[src/rtl/irn_pkg.sv]
// Package for the nearest-neighbor image rotation unit.
// Holds sizes, register and function codes, the queue entry and configuration types.
// No dependencies; every other file in rtl uses it by scoped names.
package irn_pkg;

	localparam int unsigned MAX_WIDTH   = 128;
	localparam int unsigned MAX_HEIGHT  = 128;
	localparam int unsigned STORE_DEPTH = MAX_WIDTH * MAX_HEIGHT;

	localparam int unsigned COL_W  = $clog2(MAX_WIDTH);
	localparam int unsigned ROW_W  = $clog2(MAX_HEIGHT);
	localparam int unsigned ADDR_W = $clog2(STORE_DEPTH);

	localparam int unsigned SAMPLE_W = 8;
	localparam int unsigned PIX_W    = 3 * SAMPLE_W;
	localparam int unsigned DIM_W    = 8;
	localparam int unsigned COEF_W   = 16;
	localparam int unsigned FRAC_W   = 14;

	// Offsets from the center fit in a signed word one bit wider than a dimension.
	localparam int unsigned DR_W   = DIM_W + 1;
	localparam int unsigned PROD_W = COEF_W + DR_W;
	localparam int unsigned SUM_W  = PROD_W + 1;
	localparam int unsigned SRC_W  = SUM_W - FRAC_W + 1;
	localparam int unsigned RND_BIAS = (1 << FRAC_W) - 1;

	localparam int unsigned CFG_IDX_W  = 3;
	localparam int unsigned CFG_DATA_W = 16;

	localparam int unsigned QUEUE_DEPTH = 4;
	localparam int unsigned QPTR_W      = $clog2(QUEUE_DEPTH);

	typedef enum logic {
		FUNC_LOAD = 1'b0,
		FUNC_EMIT = 1'b1
	} func_t;

	typedef enum logic [CFG_IDX_W-1:0] {
		REG_WIDTH  = 3'd0,
		REG_HEIGHT = 3'd1,
		REG_COLOR  = 3'd2,
		REG_COS    = 3'd3,
		REG_SIN    = 3'd4
	} reg_idx_t;

	typedef struct packed {
		logic [DIM_W-1:0]         width;
		logic [DIM_W-1:0]         height;
		logic                     color;
		logic signed [COEF_W-1:0] cos_coeff;
		logic signed [COEF_W-1:0] sin_coeff;
	} cfg_t;

	typedef struct packed {
		logic              emit;
		logic [ROW_W-1:0]  row;
		logic [COL_W-1:0]  col;
		logic              last;
		logic [ADDR_W-1:0] addr;
		logic [PIX_W-1:0]  pix;
	} q_entry_t;

	// A dimension register of zero acts as one; any value above the maximum acts as the maximum.
	function automatic logic [DIM_W-1:0] eff_dim(input logic [DIM_W-1:0] r,
			input int unsigned maxv);
		logic [DIM_W-1:0] d;
		if (r == '0) begin
			d = DIM_W'(1);
		end else if (int'(r) > int'(maxv)) begin
			d = DIM_W'(maxv);
		end else begin
			d = r;
		end
		return d;
	endfunction

endpackage

[src/rtl/irn_if.sv]
// Channel interfaces of the nearest-neighbor image rotation unit.
// Depends on irn_pkg for field widths.
interface irn_in_if;
	logic                            valid;
	logic                            ready;
	logic                            func;
	logic [irn_pkg::SAMPLE_W-1:0]    in_sample0;
	logic [irn_pkg::SAMPLE_W-1:0]    in_sample1;
	logic [irn_pkg::SAMPLE_W-1:0]    in_sample2;
	modport source(output valid, func, in_sample0, in_sample1, in_sample2, input ready);
	modport sink(input valid, func, in_sample0, in_sample1, in_sample2, output ready);
endinterface


[src/rtl/irn_front.sv]
// Front end: accepts words, keeps the load and output raster counters, builds queue entries.
// Depends on irn_pkg and irn_if.
module irn_front (
	input  logic              clk,
	input  logic              arst_n,
	input  irn_pkg::cfg_t     cfg_eff,
	irn_in_if.sink            item,
	input  logic              q_full,
	output logic              q_push,
	output irn_pkg::q_entry_t q_entry
);

	localparam int unsigned TOT_W = 2 * irn_pkg::DIM_W;

	logic [irn_pkg::ADDR_W-1:0] lp_q;
	logic [irn_pkg::ROW_W-1:0]  row_q;
	logic [irn_pkg::COL_W-1:0]  col_q;

	logic [TOT_W-1:0]           total;
	logic [irn_pkg::ADDR_W-1:0] lp_eff;
	logic [irn_pkg::ADDR_W:0]   lp_inc;
	logic [irn_pkg::ADDR_W-1:0] lp_nx;
	logic [irn_pkg::ROW_W-1:0]  row_eff;
	logic [irn_pkg::COL_W-1:0]  col_eff;
	logic [irn_pkg::ROW_W:0]    row_inc;
	logic [irn_pkg::COL_W:0]    col_inc;
	logic [irn_pkg::ROW_W-1:0]  row_nx;
	logic [irn_pkg::COL_W-1:0]  col_nx;
	logic                       last;
	logic                       is_emit;

	assign item.ready = !q_full;
	assign q_push     = item.valid && !q_full;
	assign is_emit    = (item.func == irn_pkg::FUNC_EMIT);

	always_comb begin
		total  = TOT_W'(cfg_eff.width) * TOT_W'(cfg_eff.height);
		lp_eff = (32'(lp_q) >= 32'(total)) ? '0 : lp_q;
		lp_inc = (irn_pkg::ADDR_W + 1)'(lp_eff) + 1'b1;
		lp_nx  = (32'(lp_inc) >= 32'(total)) ? '0 : lp_inc[irn_pkg::ADDR_W-1:0];

		if (32'(row_q) >= 32'(cfg_eff.height) || 32'(col_q) >= 32'(cfg_eff.width)) begin
			row_eff = '0;
			col_eff = '0;
		end else begin
			row_eff = row_q;
			col_eff = col_q;
		end
		last = (32'(row_eff) == 32'(cfg_eff.height) - 32'd1) &&
			(32'(col_eff) == 32'(cfg_eff.width) - 32'd1);

		col_inc = (irn_pkg::COL_W + 1)'(col_eff) + 1'b1;
		row_inc = (irn_pkg::ROW_W + 1)'(row_eff) + 1'b1;
		if (32'(col_inc) >= 32'(cfg_eff.width)) begin
			col_nx = '0;
			row_nx = (32'(row_inc) >= 32'(cfg_eff.height)) ? '0 :
				row_inc[irn_pkg::ROW_W-1:0];
		end else begin
			col_nx = col_inc[irn_pkg::COL_W-1:0];
			row_nx = row_eff;
		end

		q_entry.emit = is_emit;
		q_entry.row  = row_eff;
		q_entry.col  = col_eff;
		q_entry.last = last;
		q_entry.addr = lp_eff;
		q_entry.pix  = {item.in_sample2, item.in_sample1, item.in_sample0};
	end

	always_ff @(posedge clk or negedge arst_n) begin
		if (!arst_n) begin
			lp_q  <= '0;
			row_q <= '0;
			col_q <= '0;
		end else if (q_push) begin
			if (is_emit) begin
				row_q <= row_nx;
				col_q <= col_nx;
			end else begin
				lp_q <= lp_nx;
			end
		end
	end

endmodule

[src/flat_wrapper.sv]
// flat-port wrapper written by rule: the top's interface ports become plain ports
module irn_front_flat 
  (clk, arst_n, cfg_eff, q_full, q_push, q_entry, item_valid, item_func, item_in_sample0, item_in_sample1, item_in_sample2, item_ready);
  irn_in_if item_i ();
  input  logic clk;
  input  logic arst_n;
  input  irn_pkg::cfg_t cfg_eff;
  input  logic q_full;
  output logic q_push;
  output irn_pkg::q_entry_t q_entry;
  input wire logic [$bits(item_i.valid)-1:0] item_valid;
  input wire logic [$bits(item_i.func)-1:0] item_func;
  input wire logic [$bits(item_i.in_sample0)-1:0] item_in_sample0;
  input wire logic [$bits(item_i.in_sample1)-1:0] item_in_sample1;
  input wire logic [$bits(item_i.in_sample2)-1:0] item_in_sample2;
  output wire logic [$bits(item_i.ready)-1:0] item_ready;
  assign item_i.valid = item_valid;
  assign item_i.func = item_func;
  assign item_i.in_sample0 = item_in_sample0;
  assign item_i.in_sample1 = item_in_sample1;
  assign item_i.in_sample2 = item_in_sample2;
  assign item_ready = item_i.ready;
  irn_front u_core (.clk(clk), .arst_n(arst_n), .cfg_eff(cfg_eff), .item(item_i), .q_full(q_full), .q_push(q_push), .q_entry(q_entry));
endmodule
[config.mk]
export PLATFORM = sky130hd
export DESIGN_NAME = irn_front_flat
export DESIGN_NICKNAME = d
export VERILOG_FILES = /design/src/rtl/irn_pkg.sv /design/src/rtl/irn_if.sv /design/src/rtl/irn_front.sv /design/src/flat_wrapper.sv
export SDC_FILE = /design/constraint.sdc
export NUM_CORES = 1
export LEC_CHECK = 0
export CELL_PAD_IN_SITES_DETAIL_PLACEMENT = 1
export CELL_PAD_IN_SITES_GLOBAL_PLACEMENT = 2
export CORE_UTILIZATION = 38
export DETAILED_ROUTE_END_ITERATION = 8
export DONT_BUFFER_PORTS = 1
export MAX_ROUTING_LAYER = met4
export PLACE_DENSITY_LB_ADDON = 0.1
export SETUP_SLACK_MARGIN = 0.02
export SYNTH_ARGS = -nofsm -noshare
export SYNTH_HDL_FRONTEND = slang
export SYNTH_SLANG_ARGS = --single-unit
export TNS_END_PERCENT = 5
[constraint.sdc]
create_clock -name clk -period 12.2 [get_ports clk]
set_input_delay 2.44 -clock clk [delete_from_list [all_inputs] [get_ports clk]]
set_output_delay 2.44 -clock clk [all_outputs]
set_load 0.02 [all_outputs]
-- After elaboration in Yosys (flattened, before gate mapping)
Index checks and enable logic that the tools add are counted.
- input port bits: 78
- output and inout port bits: 56
- flip-flop bits (word level): 28
- word-level logic and storage cells: 31
- $lt $le $gt $ge: 6
- multiplexer cells: 7
- add/sub/neg operators: 5
- equal/unequal tests: 2
- bitwise gates (word level): 1
- multiply operators: 1
- reduce and logical (&&, ||, !) cells: 6
- operators with widths (operator ; count):
    == test 7 x 32 -> 1 bit ; 2
    two-way mux 7 bit ; 5
    two-way mux 14 bit ; 2
    subtractor 8 x 1 -> 9 bit (second input constant) ; 2
    adder 7 x 1 -> 8 bit (second input constant) ; 2
    >= comparator 14 x 16 -> 1 bit ; 1
    >= comparator 15 x 16 -> 1 bit ; 1
    >= comparator 7 x 8 -> 1 bit ; 2
    >= comparator 8 bit ; 2
    multiplier 8 x 8 -> 16 bit ; 1
    adder 14 x 1 -> 15 bit (second input constant) ; 1
    AND reduction 2 bit ; 2
    logical AND 1 bit ; 2
    logical NOT 1 bit ; 1
    logical OR 1 bit ; 1
    inverter 1 bit ; 1

-- Longest topological paths before layout
- depth in word-level cells: 7
- gate-level depth with buffers: 38

-- Worst setup path after synthesis
No wires, ideal clock.
- kind: input -> register
- start point: input cfg_eff[43] (netlist name)
- end point: register u_core.lp_q[2] (netlist name)
- setup time: 130 ps
- arrival time: 10403 ps
- path buffers: 4
- stages on the path: 37
- slack: 1667 ps
- data required time: 12070 ps
- path through: clkbuf_1 > inv_1 > clkbuf_1 > nor2_1 > fa_1 > fa_1 > fa_1 > inv_1 > fa_1 > inv_1 > ha_1 > a2111o_1 > a21oi_2 > nor2_1 > xnor2_1 > ha_1 > nand4_1 > nor2_1 > o31a_1 > o21ai_0 > a211oi_2 > clkbuf_1 > nor2b_1 > ha_1 > and3_1 > and3_1 > nand3_1 > or2_2 > a21oi_1 > ha_1 > and4_1 > o2111ai_1 > a21o_1 > a311oi_4 > buf_4 > nand4b_1 > nand4_1
- RTL lines (element ; RTL line ; RTL):
    from (decl) ; flat_wrapper.sv:7 ; input irn_pkg::cfg_t cfg_eff;
    to (signal assigned) ; irn_front.sv:81 ; lp_q <= lp_nx;
    to (decl) ; irn_front.sv:15 ; logic [irn_pkg::ADDR_W-1:0] lp_q;

==> summary.txt <==
Setup path
  – CP required: 9.76 ns
  – CP Launch Type: input pin
  – CP Launch Point: cfg_eff[47]
  – Worst reg2reg path startpoint: u_core.col_q[2]$_DFFE_PN0P_
  – CP Max Fanout: 37
  – Worst Path Arrival: 8.54 ns
  – Worst setup EP type: output pin
  – WS Path Type: in2out

CTS
  – CTS tree: done
  – Worst-path clk slew: 0.08 ns
  – Post-CTS Setup Bufs: 0
  – H-tree depth: 1
  – CTS Buffer Depth: 2
  – CTS sink count: 28
  – TritonCTS buffer count: 3
  – CTS Hold Bufs: 0
  – Clk Tree Root Cell: clkbuf_16
  – Resized cells post-CTS: 0
  – Clk Latency, worst-skew pair: 0.27 ns

GRT
  – Total Routing Usage GR: 0.229
  – Grt ovf: 0
  – Initial antenna violation count: 0
  – First-pass GRT wire length: 28.5 mm
  – Largest net degree at the start of global routing: 38
  – Vias in the first global route: 5386

Power and ir drop
  – Peak supply drop: 0.185 mV
  – Power consumption: 1.20 mW
  – PD cells: 195 nW/um2
  – Pleak: 2.97 nW

Placement
  – Placer congestion estimate: 0.840
  – Port bufs: 0
  – Placed wire-length estimate: 14.1 mm

Synthesis
  – Ys Warns: 0
  – Synth unique cells: 68
  – Synth Register Bits: 28
  – Post-Syn Nets: 949
  – Sequential area share after synthesis: 0.118
  – Post-synth EDFFs: 0
  – Top_reg_cell synth: dfrtp_1
  – Post-Syn Instances: 735
  – Avg Cell Area, Syn: 8.10 um2
  – Ys async rst share: 1.00
  – Cell area after synthesis: 5960 um2

Hold path
  – Hold_sp: u_core.lp_q[0]$_DFFE_PN0P_
  – Min-Delay Path Class: reg2reg

Finish
  – Commonest non-fill, non-tap cell in the layout: ha_1
  – Commonest non-fill, non-tap cells in the layout: 100 x ha_1, 84 x nor2_1, 71 x inv_1, 52 x nand2_1, 36 x fa_1
  – Share of cells above drive strength 1: 0.0541
  – N_diodes: 0
  – Syn-to-layout area delta: 2.88%
  – Nets@finish: 918

Timing
  – RSZ-0062 raised after global routing: false
  – Tightest Pin Transition: 0.988 ns
  – Period utilisation layout: 0.900
  – Minimum clock period: 10.98 ns
  – Pins Over Slew Limit: 0
  – Setup TNS: 0 ns
  – Slew HR: 0.334
  – Worst clock skew: 0.00364 ns
  – Final Hold Fails: 0
  – Setup Viol. Count Final: 0
  – Fmax: 0.0911 GHz

Run
  – Maxcap violations: 0

Routing
  – Vias/cell: 5.54
  – Iter 0 DRT Violations: 220
  – Post-Route WL: 17.2 mm
  – 1st-pass router iterations: 4
  – Drc violations: 0
  – DR vias: 5062
  – Wire length per cell: 18.8 um
  – Antenna viol nets, final: 0

Floorplanning
  – Die height: 127 um
  – # rows: 45
  – Die Wd: 127 um
  – Ports: 134
  – Initial Util: 0.390
  – Core Area: 15300 um2
  – Die area: 16200 um2

Run status
  – Status: finished clean
## cell families after synthesis
| family | Yosys count | synth area share |
|---|---|---|
| xor gates and xnor gates | 35 | 0.0538 |
| adders and majority gates | 136 | 0.331 |
| DFF | 28 | 0.118 |
| muxes | 2 | 0.00336 |
| buffers and inverters | 130 | 0.101 |
| AOI/OAI and AO/OA | 150 | 0.183 |
| and+or+nand+nor | 254 | 0.210 |
## power by group
group	leakage [nW]	switching (mW)	total (mW)	internal, mW
Clock	0.0511	0.0366	0.102	0.0656
Combinational	2.57	0.581	0.941	0.360
Sequential	0.347	0.0401	0.153	0.112
## worst max-delay path: stages
cell and delay, ns:
inv_1 0.44, nor2_1 0.14, fa_1 0.54, fa_1 0.46, fa_1 0.57, inv_1 0.06
fa_1 0.53, inv_1 0.05, ha_1 0.36, a2111o_1 0.44, a21oi_2 0.15, nor2_1 0.09
xnor2_1 0.32, ha_1 0.32, nand4_1 0.13, nor2_1 0.06, o31a_1 0.27, o21ai_0 0.28
a211oi_4 0.15, buf_4 0.28, nor2b_1 0.45
## path summary, 6_finish.rpt
check	slack, ns	end	cells after the start
setup / recovery	1.22	q_entry[26]	21
hold / removal	0.52	u_core.lp_q[0]$_DFFE_PN0P_	2
setup reg to reg	6.40	u_core.row_q[5]$_DFFE_PN0P_	19
hold reg to reg	0.52	u_core.lp_q[0]$_DFFE_PN0P_	2
max in group asynchronous	10.27	u_core.lp_q[13]$_DFFE_PN0P_	0
min in group asynchronous	1.85	u_core.row_q[2]$_DFFE_PN0P_	0
## final cells by class
cell class,count,area [um2]
tap,211,264
sequential,28,701
timing repair buffer,11,82.6
fill,1873,9130
inverter,83,312
clock buffer,3,75.1
clock inverter,1,30.0
multi-input combinational,577,4660
## Yosys cell counts, drive strengths merged, types with 12 or more instances
cell    number  area (um2)
inv         74         278
nor2        84         315
xor2        12         105
a211oi      20         165
buf         31         228
xnor2       22         193
nand2b      13        81.3
o21ai       31         155
dfrtp       28         701
nand2       52         195
nand3       22         110
or3         13        81.3
ha         100        1250
a21o        18         135
nor2b       18         113
a21oi       33         176
fa          36         721
clkbuf      16        60.1
## metal layers
metal	track usage	vias up	part of all wire
li1	-	2450	-
met1	0.333	2492	0.51
met2	0.349	90	0.45
met3	0.0163	30	0.036
met4	0.0462	0	0.012
met5	-	-	0
## sequential cells by signal, indices dropped and copies added, names as in the netlist
register and cells:
u_core.lp_q 14, u_core.col_q 7, u_core.row_q 7
## per-stage QoR
stage                     setup slack (ns)  instance area [um2]  hold slack [ns]  cells   util
after detailed placement              1.02                 6020            0.510    910  0.395
after floorplan                       1.67                 5960            0.462    735      -
after CTS                             1.23                 6130            0.528    914  0.402
after global placement                1.07                 6020            0.494    910  0.395
final                                 1.22                 6130            0.518    914  0.402
after global routing                 0.748                 6130            0.545    914  0.402
Note: power is estimated with default switching activity, not from simulation.
