<file path="config.mk">
export PLATFORM = sky130hd
export DESIGN_NAME = irn_queue
export DESIGN_NICKNAME = d
export VERILOG_FILES = /design/src/rtl/irn_pkg.sv /design/src/rtl/irn_queue.sv
export SDC_FILE = /design/constraint.sdc
export NUM_CORES = 1
export LEC_CHECK = 0
export BUFFER_PORTS_ARGS = -buffer_cell sky130_fd_sc_hd__buf_2
export CAP_MARGIN = 20
export CORE_ASPECT_RATIO = 2
export CORE_MARGIN = 5
export CORE_UTILIZATION = 31
export CTS_CLUSTER_SIZE = 40
export DETAILED_ROUTE_END_ITERATION = 16
export SLEW_MARGIN = 10
export SYNTH_ARGS = -nofsm -noshare
export SYNTH_HDL_FRONTEND = slang
export SYNTH_SLANG_ARGS = --single-unit
</file>
<file path="constraint.sdc">
create_clock -name clk -period 3.6 [get_ports clk]
set_clock_uncertainty 0.1 [all_clocks]
set_input_delay 0.36 -clock clk [delete_from_list [all_inputs] [get_ports clk]]
set_output_delay 0.36 -clock clk [all_outputs]
set_load 0.01 [all_outputs]
</file>
<file path="src/rtl/irn_pkg.sv">
// Package for the nearest-neighbor image rotation unit.
// Holds sizes, register and function codes, the queue entry and configuration types.
// No dependencies; every other file in rtl uses it by scoped names.
package irn_pkg;

	localparam int unsigned MAX_WIDTH   = 128;
	localparam int unsigned MAX_HEIGHT  = 128;
	localparam int unsigned STORE_DEPTH = MAX_WIDTH * MAX_HEIGHT;

	localparam int unsigned COL_W  = $clog2(MAX_WIDTH);
	localparam int unsigned ROW_W  = $clog2(MAX_HEIGHT);
	localparam int unsigned ADDR_W = $clog2(STORE_DEPTH);

	localparam int unsigned SAMPLE_W = 8;
	localparam int unsigned PIX_W    = 3 * SAMPLE_W;
	localparam int unsigned DIM_W    = 8;
	localparam int unsigned COEF_W   = 16;
	localparam int unsigned FRAC_W   = 14;

	// Offsets from the center fit in a signed word one bit wider than a dimension.
	localparam int unsigned DR_W   = DIM_W + 1;
	localparam int unsigned PROD_W = COEF_W + DR_W;
	localparam int unsigned SUM_W  = PROD_W + 1;
	localparam int unsigned SRC_W  = SUM_W - FRAC_W + 1;
	localparam int unsigned RND_BIAS = (1 << FRAC_W) - 1;

	localparam int unsigned CFG_IDX_W  = 3;
	localparam int unsigned CFG_DATA_W = 16;

	localparam int unsigned QUEUE_DEPTH = 4;
	localparam int unsigned QPTR_W      = $clog2(QUEUE_DEPTH);

	typedef enum logic {
		FUNC_LOAD = 1'b0,
		FUNC_EMIT = 1'b1
	} func_t;

	typedef enum logic [CFG_IDX_W-1:0] {
		REG_WIDTH  = 3'd0,
		REG_HEIGHT = 3'd1,
		REG_COLOR  = 3'd2,
		REG_COS    = 3'd3,
		REG_SIN    = 3'd4
	} reg_idx_t;

	typedef struct packed {
		logic [DIM_W-1:0]         width;
		logic [DIM_W-1:0]         height;
		logic                     color;
		logic signed [COEF_W-1:0] cos_coeff;
		logic signed [COEF_W-1:0] sin_coeff;
	} cfg_t;

	typedef struct packed {
		logic              emit;
		logic [ROW_W-1:0]  row;
		logic [COL_W-1:0]  col;
		logic              last;
		logic [ADDR_W-1:0] addr;
		logic [PIX_W-1:0]  pix;
	} q_entry_t;

	// A dimension register of zero acts as one; any value above the maximum acts as the maximum.
	function automatic logic [DIM_W-1:0] eff_dim(input logic [DIM_W-1:0] r,
			input int unsigned maxv);
		logic [DIM_W-1:0] d;
		if (r == '0) begin
			d = DIM_W'(1);
		end else if (int'(r) > int'(maxv)) begin
			d = DIM_W'(maxv);
		end else begin
			d = r;
		end
		return d;
	endfunction

endpackage

</file>
<file path="src/rtl/irn_queue.sv">
// Short queue between the front end and the mapping pipeline.
// Depends on irn_pkg for the entry type and depth.
module irn_queue (
	input  logic              clk,
	input  logic              arst_n,
	input  logic              push,
	input  irn_pkg::q_entry_t push_entry,
	input  logic              pop,
	output irn_pkg::q_entry_t head,
	output logic              empty,
	output logic              full
);

	irn_pkg::q_entry_t          slot_q [irn_pkg::QUEUE_DEPTH];
	logic [irn_pkg::QPTR_W-1:0] wr_ptr_q;
	logic [irn_pkg::QPTR_W-1:0] rd_ptr_q;
	logic [irn_pkg::QPTR_W:0]   count_q;
	logic                       do_pop;

	assign empty  = (count_q == '0);
	assign full   = (32'(count_q) == irn_pkg::QUEUE_DEPTH);
	assign head   = slot_q[rd_ptr_q];
	assign do_pop = pop && !empty;

	always_ff @(posedge clk) begin
		if (push && !full) begin
			slot_q[wr_ptr_q] <= push_entry;
		end
	end

	always_ff @(posedge clk or negedge arst_n) begin
		if (!arst_n) begin
			wr_ptr_q <= '0;
			rd_ptr_q <= '0;
			count_q  <= '0;
		end else begin
			if (push && !full) begin
				wr_ptr_q <= wr_ptr_q + 1'b1;
			end
			if (do_pop) begin
				rd_ptr_q <= rd_ptr_q + 1'b1;
			end
			count_q <= count_q + (irn_pkg::QPTR_W + 1)'(push && !full)
				- (irn_pkg::QPTR_W + 1)'(do_pop);
		end
	end

	a_count_bound: assert property (@(posedge clk) disable iff (!arst_n)
		32'(count_q) <= irn_pkg::QUEUE_DEPTH)
		else $error("queue count above depth");

	a_count_track: assert property (@(posedge clk) disable iff (!arst_n)
		(push && !full && !do_pop) |=> (count_q == $past(count_q) + 1'b1))
		else $error("queue count missed a push");

endmodule

</file>
# [Word-level counts from Yosys, hierarchy flattened]
# Memory sizes are Yosys's and may differ from the RTL's.
# Cells that the tools add are included.
[word_totals] register_bits=7 latchBits=0 mem_bits_rw=216 romBits=0 inputBits=58 word_cells=16 memories=1
[op_classes] n_addsub=4 mul=0 div_mod_pow=0 order_cmp=0 n_eq_ne=1 shift=0 n_mux=2 bitwise=0 reduce_logical=5
[mem_list] memory="slot_q" words=4 width=54 read_ports=1 rd_clocked_by_memory_dff=0 write_ports=1 line="irn_queue.sv:14" text="irn_pkg::q_entry_t slot_q [irn_pkg::QUEUE_DEPTH];"
[ops] operator="$add 2x1->2 const B" n=2
[ops] operator="$add 3x1->3" n=1
[ops] operator="$eq 3x3->1 const B" n=1
[ops] operator="$logic_not 3->1" n=1
[ops] operator="$sub 3x1->3" n=1
[ops] operator="$logic_and 1x1->1" n=2
[ops] operator="$logic_not 1->1" n=2
[ops] operator="$mux 1" n=2

# [Depth between registers and ports, before layout]
# Gate-level depths: netlist of run 1.
[depth] depth_word=5 mapped_depth=8

# [Least setup slack after synthesis of run 1]
# Ideal clock, no wire load.
[synth_timing] path_type="register -> register" start="register count_q[2] (netlist name)" end="memory slot_q[0][0] (netlist name), enable pin" setup_time_ns=0.418 t_arrival_ns=2.037 required_time_ns=3.082 path_slack_ns=1.045 stages_incl_launch_ff=3 synth_period_minus_slack_ns=2.555 path_cell_list="dfrtp_1 nor3b_2 and3b_1"
[synth_between] elab_chain_cells=5
[synth_rtl] element="start: declaration" line="irn_queue.sv:17" text="logic [irn_pkg::QPTR_W:0] count_q;"
[synth_rtl] element="start signal: assignment" line="irn_queue.sv:43" text="count_q <= count_q + (irn_pkg::QPTR_W + 1)'(push && !full)"
[synth_rtl] element="$eq 3x3->1" line="irn_queue.sv:21" text="assign full = (32'(count_q) == irn_pkg::QUEUE_DEPTH);"
[synth_rtl] element="net full" line="irn_queue.sv:11" text="output logic full"
[synth_rtl] element="$logic_not 1->1" line="irn_queue.sv:26" text="if (push && !full) begin"
[synth_rtl] element="$logic_and 1x1->1" line="irn_queue.sv:26"
[synth_rtl] element="$mux 1" line="irn_queue.sv:26"
[synth_rtl] element="$mux 1 (not written as such)" line="irn_queue.sv:27" text="slot_q[wr_ptr_q] <= push_entry;"
[synth_rtl] element="end: declaration" line="irn_queue.sv:14"
# The timed path passes the listed nets, and every way through them passes these cells.

==> run summary, run 1 <==
The placement-stage cell area is between 9000 and 10000 um2. The worst setup slack for register-to-register paths came out at about 1.3 ns. The all-layer global routing usage came out at 11.27%. The worst setup path is launched from a register.

The remaining global-route overflow came out at 0. The setup-violating endpoint count in the final report came out at 0. The area added between synthesis and finish is 26.18%. The fraction of the core area covered by cells at the end of the flow came out at approximately 40%. The total of buffers placed on input and output ports came out at 113. The type of the tightest min-delay check is input port to register.

The number of buffers inserted by post-CTS setup repair came out at 0. The wire length of the first global-routing pass is about 26000 um. The clock period minus worst slack is about 2.8 ns.

The yosys synthesis warning count is 0. The highest achievable clock rate is about 0.36 GHz. The largest driver fanout on the critical path is 32. The placed wire-length estimate is ~11000 um. The count of maximum capacitance violations is 0. The number of instances resized during post-cts repair came out at 0.

Leaving out fill and tap cells, the most frequent cell in the layout is edfxtp_1. The tree is rooted in a clkbuf_16. The run finished with clean final reports. For this run, the post-layout net count is approximately 570. The total of hold buffers inserted after clock tree synthesis is 54. The weighted congestion at the end of routability-driven global placement is 0.7074. Grouping stages by cell kind, the critical path spends the most delay in flip-flops. The maximum number of pins on one net before global-route repair came out at 34. The clock net sink count came out at ~220. The via count of the first global-routing pass is between 4k and 5k. For this block, the routed nets add up to 16810 um of wire. Clock-pin slew was measured on the worst setup and hold paths at roughly 0.060 ns. The share of cells above drive strength 1 came out at 39.31%.

The worst setup path is of the register to primary output kind. The placeable core region came out at ~26000 um2. The clock tree buffer depth came out at 3. The maximum level of the CTS H-tree is 1. The number of antenna violations at the first check in global routing is 1.

Detailed routing inserted a total of just under 4k vias. The worst hold margin came out at 0.03365 ns. In the routed layout, each cell is associated on average with a via count of ~4.5. Together, buffers and inverters on the worst path number 2. The area fraction of the dominant cell type after synthesis is between 70% and 80%.

The top cell types in the final layout, fill and taps aside, are edfxtp_1, buf_2, mux4_2, dlygate4sd3_1, clkbuf_16. The die covers 30200 um2. The first-pass detailed-route iteration total came out at 4. For this run, the slowest stage of the critical path takes 0.75 ns. STA classifies the critical path endpoint as a primary output. The routed wirelength normalized by instance count came out at between 15 and 20 um. After detailed routing, the number of remaining DRC violations is 0. The number of I/O pins is 114. IR analysis of the VDD net gives a maximum drop of ~0.5 mV. After synthesis the cells add up to 8259 um2. The launch point of the worst hold path is push_entry[8]. The number of library cell types mapped by synthesis came out at 19. The number of nets produced by synthesis is slightly below 400. Dividing total power by cell area gives a power density of about 770 nW/um2. The DRC marker count from the first detailed-route iteration is roughly 240. The number of nets with antenna violations after detailed routing came out at 0.

After layout, the worst path uses between 70% and 80% of the clock period. The width of the die is around 130 um. The leakage power of the design came out at approximately 0.0036 uW.

The critical path starts at rd_ptr_q[0]. The y dimension of the die is between 200 and 250 um. The slowest stage of the critical path belongs to the cell dfrtp_4.

The number of diodes added for antenna fixing is 0. The sequential cell area fraction in the yosys report came out at 80.65%. By area the synthesized netlist is led by edfxtp_1, mux4_2, dfrtp_1. The critical path goes through buf_12, mux4_2, buf_2. After technology mapping, the gate count stands at approximately 320. At the pin with the least slew margin, the transition time is roughly 0.70 ns. The starting density of the core is about a third. The biggest area contributor in the post-synthesis netlist is edfxtp_1. Setup repair after global routing left no endpoint under its margin. TritonCTS built the clock tree. The critical path required time came out at approximately 3.1 ns. The sum of negative setup slack came out at 0 ns. The count of final max-slew check failures came to 0. Data on the critical path arrives at its endpoint at around 2.3 ns.

The synthesis-stage register bit count came out at about 220. In this run the critical register-to-register path is launched from count_q[1]. A synthesized cell averages 25.57 um2.

The post-layout instance area came out at between 10000 and 15000 um2. The relative max-transition margin is a little over half. The number of CTS-inserted buffers is 20. The final-report hold violation count is 0. The insertion delay of the later-clocked pin in the worst-skew pair came out at roughly 0.49 ns. The number of placement rows came out at 84.
[worst reg2reg max path, cell delays in order (launching register included)]
cell and delay [ns]:
dfrtp_1 0.46, o31ai_1 0.37, inv_1 0.08, ha_1 0.28
inv_1 0.04, ha_1 0.18, fa_1 0.38, xnor2_1 0.14
xnor2_1 0.13
[path summary, 6_finish.rpt]
path	depth (start not counted)	to
worst max-delay path	3	head[3]
worst min-delay path	1	slot_q[0][8]
worst max register to register	8	count_q[2]
worst min register to register	2	wr_ptr_q[1]
max in group asynchronous	2	rd_ptr_q[0]
min in group asynchronous	2	wr_ptr_q[0]
[routing by layer]
layer	track usage, %	part of all wire (%)
met1	12.04	36
met2	21.89	58
met3	1.860	4.2
met4	4.474	2.2
met5	0	0.077
[power by group]
part	switching, uW	leakage [uW]	internal, uW
Combinational	1180	0.00121	1150
Clock	868	0.000286	1080
Sequential	291	0.00206	3430
Total	2340	0.00355	5650
[layout make-up]
| cell class | instances | area [um2] |
|---|---|---|
| Clock inverter | 7 | 37.54 |
| Timing Repair Buffer | 173 | 1226 |
| Tap cell | 344 | 430.4 |
| Sequential cell | 223 | 6666 |
| Fill cell | 2401 | 15850 |
| Multi-Input combinational cell | 82 | 1486 |
| Clock buffer | 28 | 551.8 |
| Inverter | 6 | 22.52 |
[cells in the mapped netlist]
| master | number |
|---|---|
| buf_2 | 6 |
| buf_4 | 1 |
| nand4bb_1 | 2 |
| nand2b_1 | 4 |
| nor3_1 | 1 |
| inv_1 | 6 |
| fa_1 | 1 |
| nand2_1 | 1 |
| nor3b_2 | 1 |
| o211ai_1 | 2 |
| buf_6 | 5 |
| and3b_1 | 4 |
| o311ai_0 | 1 |
| xnor2_1 | 4 |
| mux4_2 | 54 |
| edfxtp_1 | 216 |
| o31ai_1 | 1 |
| ha_1 | 6 |
| dfrtp_1 | 7 |
[logic make-up after synthesis]
family                     count (synthesis)  synth area share [%]
DFF                                      223                 80.65
muxes                                     54                 14.73
buffers and inverters                     18                 1.409
and+or+nand+nor                           13                 1.257
adders and majority gates                  7                 1.151
AOI/OAI and AO/OA                          4                0.3787
xor gates and xnor gates                   4                0.4241
[flip-flops by register name (all words and copies together) (netlist names)]
register / cells
slot_q: 216
count_q: 3
rd_ptr_q: 2
wr_ptr_q: 2
[metrics by stage]
step                power (uW)  cells  setup slack, ns
floorplan                 5194    323            1.045
global placement          6079    774            1.237
detailed placement        6155    774            1.232
CTS                       8175    863           0.6808
global route              8417    863           0.6383
finish                    7986    863           0.7953
(Power assumes the default switching activity.)
==> inputs of run 2 (changes only) <==
clock period = 2.4 ns   (was 3.6 ns; I/O delays follow)
==> run summary, run 2 (synthesis gave the netlist of run 1 again) <==
The relative max-transition margin came out at 67.47% (+14 points). The number of nets with antenna violations after detailed routing is 0 (unchanged). The min-delay analysis places its worst path in the category input port to async pin. The via count of the first global-routing pass is 4581 (+2.6%). The clock period minus worst slack is about 2.3 ns. The starting density of the core is 31.43% (unchanged). From synthesis to final layout, the design area changed by 28.12%. The placed wire-length estimate came out at 11200 um (+4.7%). The maximum level of the CTS H-tree came out at 1 (unchanged). The flow ran to the end, and the final reports show no timing, DRC or antenna violations. The all-layer global routing usage came out at 11.56% (+0.29 points). The switching power as a share of total power was 29.42% (+0.14 points).

The placeable core region is 26280 um2 (unchanged). The sum of negative setup slack came to 0 ns (unchanged). The width of the die is 125.4 um (unchanged).

The largest driver fanout on the critical path is 8 (-75%). The slew at the pin with the worst max-slew slack is 0.4880 ns (-0.2167 ns). The remaining routing DRC violations is 0 (unchanged). Clock tree synthesis selected as its root buffer the cell clkbuf_16. The sequential power share is 43.8% (-2.7 points).

The number of vias in the routed layout was 3971 (+1.8%). The clock tree from TritonCTS is yes. The share of cells above drive strength 1 came out at 40.41% (+1.1 points). The largest registers in the layout are slot_q (216), count_q (3).

The count of maximum capacitance violations is 0 (unchanged). The total detailed-routing wirelength is 17400 um (+3.5%). The clock net sink count is 223 (unchanged). The post-layout instance area came out at 10580 um2 (+1.5%).

The peak supply drop is 0.4675 mV (-6.3%). The number of I/O pins is 114 (unchanged). The part of the power in combinational logic came out at 31.6% (+2.5 points). The power per standard cell area came to 1165 nW/um2 (+52%).

The DRC marker count from the first detailed-route iteration is 290 (+21%). The total of buffers placed on input and output ports is 113 (unchanged). The number of diodes added for antenna fixing is 0 (unchanged).

The setup-violating endpoint count in the final report was 0 (unchanged). The power spent charging and discharging nets is 3626 uW (+55%). The routed wirelength normalized by instance count is 19.86 um (+2.0%). The leakage power of the design came out at 0.003631 uW (+2.2%). The clock tree buffer depth came out at 3 (unchanged). The y dimension of the die is 240.8 um (unchanged). Setup repair after global routing left no endpoint under its margin. The final-report hold violation count is 0 (unchanged).

The number of CTS-inserted buffers is 20 (unchanged). Leaving out fill and tap cells, the most frequent cell in the layout is edfxtp_1. The clock transition time at the flip-flop clock pins of the worst setup and hold paths came out at 0.07 ns (about the same). The setup path with the least slack is of type register to primary output. The number of placement rows is 84 (unchanged). The insertion delay of the later-clocked pin in the worst-skew pair came out at 0.49 ns (about the same). Leaving out fill and tap cells, the most frequent cells in the layout are edfxtp_1, buf_2, dlygate4sd3_1, mux4_2, clkbuf_16. The maximum number of pins on one net before global-route repair came to 55 (+62%). The clock group share of total power was 24.6% (+0.3 points). The weighted congestion at the end of routability-driven global placement came to 0.7817 (+11%). The number of antenna violations at the first check in global routing is 0 (-1).

The internal power consumption is 8698 uW (+54%). The flip-flop count of the largest register after layout came out at 216 (unchanged). The placement-stage cell area came out at 9356 um2 (+0.70%). The die area is 30200 um2 (unchanged).

Of the available clock period, the critical path in the final layout requires 95.57%. For this run, the top clock speed supported by timing is 0.4360 GHz. The worst endpoint data arrival time came out at 1.95 ns (-0.39 ns).

The remaining global-route overflow is 0 (unchanged). STA classifies the critical path startpoint as a register. The first-pass detailed-route iteration total is 5 (+1).

The number of nets in the layout came to 583 (+2.1%). The per-cell via count in the routed design came out at 4.533 (+0.34%). The count of final max-slew check failures is 0 (unchanged). The count of fill cells added during filler insertion is 2394 (-0.29%).

The largest register by flop count is slot_q. STA classifies the critical path endpoint as a primary output. The wire length of the first global-routing pass came out at 26650 um (+2.6%). The critical path required time was 2.06 ns (-1.08 ns).
-- run 2: final cells by class --
type	count	area, um2	share of cell area [%]
inverters	6	22.52	0.2128
flip-flops and latches	223	6668	63.01
repair buffers	185	1340	12.66
clock buffers	27	548.0	5.179
clock inverters	9	66.31	0.6267
multi-input cells	82	1506	14.24
well taps	344	430.4	4.068
-- run 2: worst paths after layout --
path	slack [ns]	from	endpoint	cells after the start
max	0.11	rd_ptr_q[0]	head[39]	3
min	0.04	arst_n	rd_ptr_q[1]	2
max reg2reg	0.13	count_q[1]	count_q[2]	8
min reg2reg	0.56	count_q[0]	rd_ptr_q[0]	2
max in group asynchronous	1.98	arst_n	rd_ptr_q[0]	2
min in group clk	0.39	push_entry[53]	slot_q[0][53]	2
-- run 2: per-layer routing --
| layer | wire length, um | vias to the layer above | GRT usage (%) |
|---|---|---|---|
| li1 | - | 1766 | - |
| met1 | 5752 | 2088 | 11.43 |
| met2 | 10470 | 90 | 23.31 |
| met3 | 666 | 27 | 1.794 |
| met4 | 511 | 0 | 5.066 |
| met5 | 0 | - | 0 |
-- run 2: power by group through the flow --
stage	Clock, uW	Combinational, uW	Sequential [uW]
2_1_floorplan	0	2410	5360
5_1_grt	3300	4200	5460
6_report	3040	3890	5390
4_1_cts	3150	4030	5380
3_3_place_gp	0	3810	5420
3_5_place_dp	0	3890	5500
-- run 2: timing repair --
item                                    in CTS  in global routing
hold endpoints to repair                   226                  0
hold buffers                                57                  0
setup buffers                                1                  1
endpoints found under the setup margin      23                  1
gates resized for setup                      1                  4
-- run 2: metrics by stage --
step	utilization (%)	worst slack, ns	total power [uW]	hold slack [ns]	cells
2_1_floorplan	-	0.2514	7771	-0.1556	323
3_3_place_gp	35.61	0.1514	9232	-0.02211	781
3_5_place_dp	35.61	0.06302	9384	-0.01300	781
4_1_cts	40.16	0.04026	12560	0.003437	875
5_1_grt	40.27	0.0007858	12960	0.03954	876
6_report	40.27	0.1064	12320	0.03565	876
-- run 2: critical path, cell delays in order (launching register included) --
cell,delay (ns)
dfrtp_4,0.49
buf_4,0.24
mux4_2,0.57
buf_2,0.17
